## config.mk

```make
export PLATFORM = sky130hd
export DESIGN_NAME = bsp_ram
export DESIGN_NICKNAME = d
export VERILOG_FILES = /design/src/rtl/bsp_ram.sv
export SDC_FILE = /design/constraint.sdc
export NUM_CORES = 2
export LEC_CHECK = 0
export BUFFER_PORTS_ARGS = -buffer_cell sky130_fd_sc_hd__buf_2
export CAP_MARGIN = 30
export CORE_MARGIN = 3
export CORE_UTILIZATION = 40
export DETAILED_ROUTE_END_ITERATION = 16
export GPL_TIMING_DRIVEN = 0
export PLACE_DENSITY_LB_ADDON = 0.3
export SETUP_SLACK_MARGIN = 0.15
export SYNTH_ARGS = -nofsm -noshare
export SYNTH_HDL_FRONTEND = slang
export SYNTH_SLANG_ARGS = --single-unit
```

## constraint.sdc

```tcl
create_clock -name clk -period 4.04 [get_ports clk]
set_clock_uncertainty 0.05 [all_clocks]
set_input_delay 0.202 -clock clk [delete_from_list [all_inputs] [get_ports clk]]
set_output_delay 0.202 -clock clk [all_outputs]
set_load 0.02 [all_outputs]
```

## src/rtl/bsp_ram.sv

```systemverilog
`timescale 1ns / 1ps
module bsp_ram #(
    parameter int WIDTH = 32,
    parameter int DEPTH = 64
) (
    input  logic                     clk,
    input  logic                     we,
    input  logic [$clog2(DEPTH)-1:0] waddr,
    input  logic [WIDTH-1:0]         wdata,
    input  logic [$clog2(DEPTH)-1:0] raddr,
    output logic [WIDTH-1:0]         rdata
);
    logic [WIDTH-1:0] mem [DEPTH];

    always_ff @(posedge clk)
    begin
        if (we)
        begin
            mem[waddr] <= wdata;
        end
        rdata <= mem[raddr];
    end
endmodule

```

Word level (Yosys, flattened, before mapping)
Memories as Yosys holds them, arrays and structs flattened. A register that Yosys moved wholly into a read port is not among the register bits.
Index checks and enable logic that the tools add are counted.
{"block": "op_classes", "n_mux": 2}
{"operator": "$mux 1", "count": 2}
{"block": "word_totals", "mem_bits_rw": 2048, "regBits": 0, "wordCells": 3, "output_inout_bits": 32, "mem_count": 1, "in_bits": 46}
{"memory": "mem", "depth": 64, "width": 32, "rd": 1, "rd_ports_with_merged_regs": 1, "write_ports": 1, "line": "13", "rtl": "logic [WIDTH-1:0] mem [DEPTH];"}

Logic depth before layout (Yosys ltp)
{"block": "depth", "depth_word": 2, "ltp_mapped": 10, "mapped_depth_nobuf": 5}

Least setup slack after synthesis
Ideal clock, no wire load.
{"block": "synth_path", "kind": "input to register", "from": "in waddr[3]", "to": "mem mem[48][0] (enable)", "t_required_ns": 3.529, "setup_time_ns": 0.461, "path_buffers": 1, "path_slack_ns": 0.628, "t_arrival_ns": 2.901, "stages": 4, "path_cell_list": "clkbuf_1 > nor2b_1 > nand4b_1 > nor3_1"}
{"element": "start: declaration", "line": "8", "rtl": "input logic [$clog2(DEPTH)-1:0] waddr,"}
{"element": "end: declaration", "line": "13"}
No word-level cell before the write port.

==> metrics.log <==
[metrics] Rel. slew slack: 0.262
[metrics] Distinct cells, synth: 34
[metrics] die height: approximately 450 um
[metrics] Critical Path Max Stage Delay: 0.93 ns
[metrics] number of global-route vias before repair: 38375
[metrics] fraction of layout cells with a size suffix above 1: 0.297
[metrics] fmax: 0.267 GHz
[metrics] total number of H-tree levels: 4
[metrics] Power Internal: 34.7 mW
[metrics] wire length of the first global-routing pass: 323000 um
[metrics] critical path launch point type: primary input
[metrics] pin count of the biggest net entering global routing: 65
[metrics] Yosys warning total: 0
[metrics] netlist area before placement: 0.0785 mm^2
[metrics] sequential area share after synthesis: 0.791
[metrics] number of hold violations in the final report: 0
[metrics] status: finished, final reports clean
[metrics] clock input transition at the sequential cells of the worst setup and hold paths: ~0.060 ns
[metrics] post-route fraction of the period consumed by the critical path: 0.928
[metrics] max capacitance violation total: 0
[metrics] standard-cell row count: 161
[metrics] number of synthesized flops with an enable pin: 2048
[metrics] Avg WL per Cell: 36.1 um
[metrics] TritonCTS buffer count: approximately 210
[metrics] number of primary I/O pins: 78
[metrics] worst-path cell chain: buf_2 -> buf_2 -> buf_2 -> clkbuf_1 -> mux4_2 -> mux2i_1 -> a21oi_1 -> a21oi_1 -> nor2_1
[metrics] category of the most critical setup path: primary input to flip-flop
[metrics] cell chosen for the clock root: sky130_fd_sc_hd__clkbuf_16
[metrics] overall overflow remaining after global route: 0
[metrics] Final WS setup: 0.290 ns
[metrics] final count of negative-setup-slack endpoints: 0
[metrics] setup repair after global routing missed its margin: no
[metrics] initial antenna violation count: 12
[metrics] vias per inst: 5.95
[metrics] most frequent cell on the critical path: sky130_fd_sc_hd__buf_2
[metrics] final critical path time including I/O delays and setup: 3.75 ns
[metrics] fillcell total: 15765
[metrics] part of the power in the clock network: 0.404
[metrics] final-stage net count: 3829
[metrics] net switching power: approximately 10 mW
[metrics] postcts setup bufs: 0
[metrics] sequential share of power: 0.535
[metrics] worst vdd rail ir drop: 0.359 mV
[metrics] leakage power summed over all cells: 28.6 nW
[metrics] standard cell core area: 0.194 mm^2
[metrics] crit path capture type: flip-flop
[metrics] HPWL after detailed placement: 158000 um
[metrics] synthesized instance count: 3324
[metrics] switching power share of the total: 0.225
[metrics] synthesis-to-finish area growth: 17.3%
[metrics] Die Outline Area: 0.202 mm^2
[metrics] Total Wirelength: 238000 um
[metrics] Comb power frac: 0.061
[metrics] TritonCTS clock tree: yes
[metrics] DRC violation count after routing: 0
[metrics] slowest cell on the critical path: sky130_fd_sc_hd__a21oi_1
[metrics] final sum of negative setup slack: 0 ns
[metrics] post-route cell area: 0.0921 mm^2
[metrics] commonest non-fill, non-tap cells in the layout: sky130_fd_sc_hd__edfxtp_1, sky130_fd_sc_hd__mux4_2, sky130_fd_sc_hd__clkbuf_16, sky130_fd_sc_hd__clkbuf_1, sky130_fd_sc_hd__buf_2
[metrics] cell family with the largest share of critical-path delay: buffers and inverters
[metrics] starting density of the core: 0.405
[metrics] buffers from clock root to sink, at most: 3
[metrics] average size of a mapped cell: 23.6 um^2
[metrics] overall die width: 449 um
[metrics] WP data arrival: 4.33 ns
[metrics] Min-Delay Path Class: primary input to flip-flop
[metrics] final core utilization: 0.475
[metrics] Area after DPL: 0.0853 mm^2
[metrics] total clock sinks: 2080
[metrics] crit path max fanout: 10
[metrics] Vias: 39098
[metrics] most common cell after layout, fill and taps aside: sky130_fd_sc_hd__edfxtp_1
[metrics] total routing resource utilization after global routing: 0.234
[metrics] transition time at the pin with the least slew margin: 1.11 ns
[metrics] Bufs and invs on worst path: 4
[metrics] routability cong.: 0.868
[metrics] violation count after the first detailed-routing iteration: 6133
[metrics] required time at the worst-slack endpoint: 4.62 ns
[metrics] source-to-sink clock delay at the later pin of the worst-skew pair: 0.86 ns
[metrics] worst-case setup slack after placement: -0.295 ns
[metrics] IO buf count: a little under 70
[metrics] sum of internal, switching and leakage power: 44.7 mW
[metrics] fraction of registers with async set or reset after synthesis: 0
[metrics] final-report max-slew violation count: 0
[metrics] prevailing post-synth register cell: sky130_fd_sc_hd__edfxtp_1
[metrics] total iterations of the first detailed-routing run: 6
[metrics] power density over the cells: 486 mW/mm^2
[metrics] net count after synthesis: 3370
[metrics] flip-flop and latch count after synthesis: 2080
[metrics] post-route ant nets: 0
## cell type report
| class | instances | area, um^2 | area share |
|---|---|---|---|
| multi-input cells | 1062 | 16000 | 0.173 |
| flip-flops and latches | 2080 | 62100 | 0.675 |
| repair buffers | 251 | 3470 | 0.0377 |
| clock inverters | 102 | 845 | 0.00917 |
| diodes | 11 | 27.5 | 0.000299 |
| clock buffers | 279 | 5470 | 0.0594 |
| well taps | 2608 | 3260 | 0.0354 |
| plain buffers | 182 | 886 | 0.00962 |
## worst register-to-register path: cells and delay by family, from the launching register on
kind	cells	cell delay [ns]
AOI/OAI and AO/OA	2	1.21
muxes	2	0.74
DFF	1	0.37
and+or+nand+nor	1	0.27
## layer usage
layer	track usage	routed length [um]	vias to the layer above
met1	0.317	90500	21136
met5	0	0	-
met3	0.0485	23200	390
met2	0.372	114000	2339
li1	-	-	15233
met4	0.0939	9990	0
## timing repair
action	CTS	global route
hold buffers	28	4
setup endpoints to repair	0	0
endpoints found under the hold margin	1189	256
gates resized for setup	0	0
## through the flow
step	hold slack, ns	instances
after floorplan	0.251	3324
after global placement	0.568	6001
after detailed placement	0.522	6142
after CTS	0.0140	6551
after global routing	0.103	6569
final	0.0977	6575
## state kept, by name, indices dropped and copies added, names as in the netlist
name,flops
mem,2048
rdata,32
## worst paths after layout
kind | start | end | slack (ns) | cells after the start
setup / recovery | raddr[1] | rdata[13] | 0.29 | 9
hold / removal | waddr[2] | mem[49][27] | 0.1 | 2
setup reg to reg | mem[46][13] | rdata[13] | 1.17 | 5
hold reg to reg | mem[28][17] | rdata[17] | 0.96 | 4
## cells by family after synthesis
kind of cell | synth area share
DFF | 0.791
muxes | 0.168
and+or+nand+nor | 0.0127
AOI/OAI and AO/OA | 0.0167
buffers and inverters | 0.0113
## cell usage after synthesis (7+ instances only)
master	instances	share of area
sky130_fd_sc_hd__mux2i_1	93	0.012
sky130_fd_sc_hd__mux4_2	544	0.16
sky130_fd_sc_hd__nor2b_1	15	0.0012
sky130_fd_sc_hd__clkbuf_1	74	0.0035
sky130_fd_sc_hd__a22oi_1	12	0.0011
sky130_fd_sc_hd__nor3_1	7	0.00045
sky130_fd_sc_hd__buf_1	21	0.0010
sky130_fd_sc_hd__a21oi_1	62	0.0040
sky130_fd_sc_hd__o221ai_1	27	0.0030
sky130_fd_sc_hd__nand2_1	26	0.0012
sky130_fd_sc_hd__a311oi_1	8	0.00089
sky130_fd_sc_hd__buf_2	57	0.0036
sky130_fd_sc_hd__nor2_1	137	0.0065
sky130_fd_sc_hd__buf_4	25	0.0024
sky130_fd_sc_hd__o22ai_1	84	0.0067
sky130_fd_sc_hd__edfxtp_1	2048	0.78
sky130_fd_sc_hd__nand2b_1	8	0.00064
sky130_fd_sc_hd__dfxtp_1	32	0.0082
## power groups by stage
stage | Combinational (mW) | Sequential, mW | Clock [mW]
after CTS | 2.71 | 23.9 | 18.3
after floorplan | 1.16 | 24.4 | 0
final | 2.73 | 23.9 | 18.1
after global placement | 2.48 | 24.4 | 0
after global routing | 2.81 | 23.9 | 19.1
after detailed placement | 2.68 | 24.4 | 0
No activity file was read; power rests on OpenSTA's default activity.
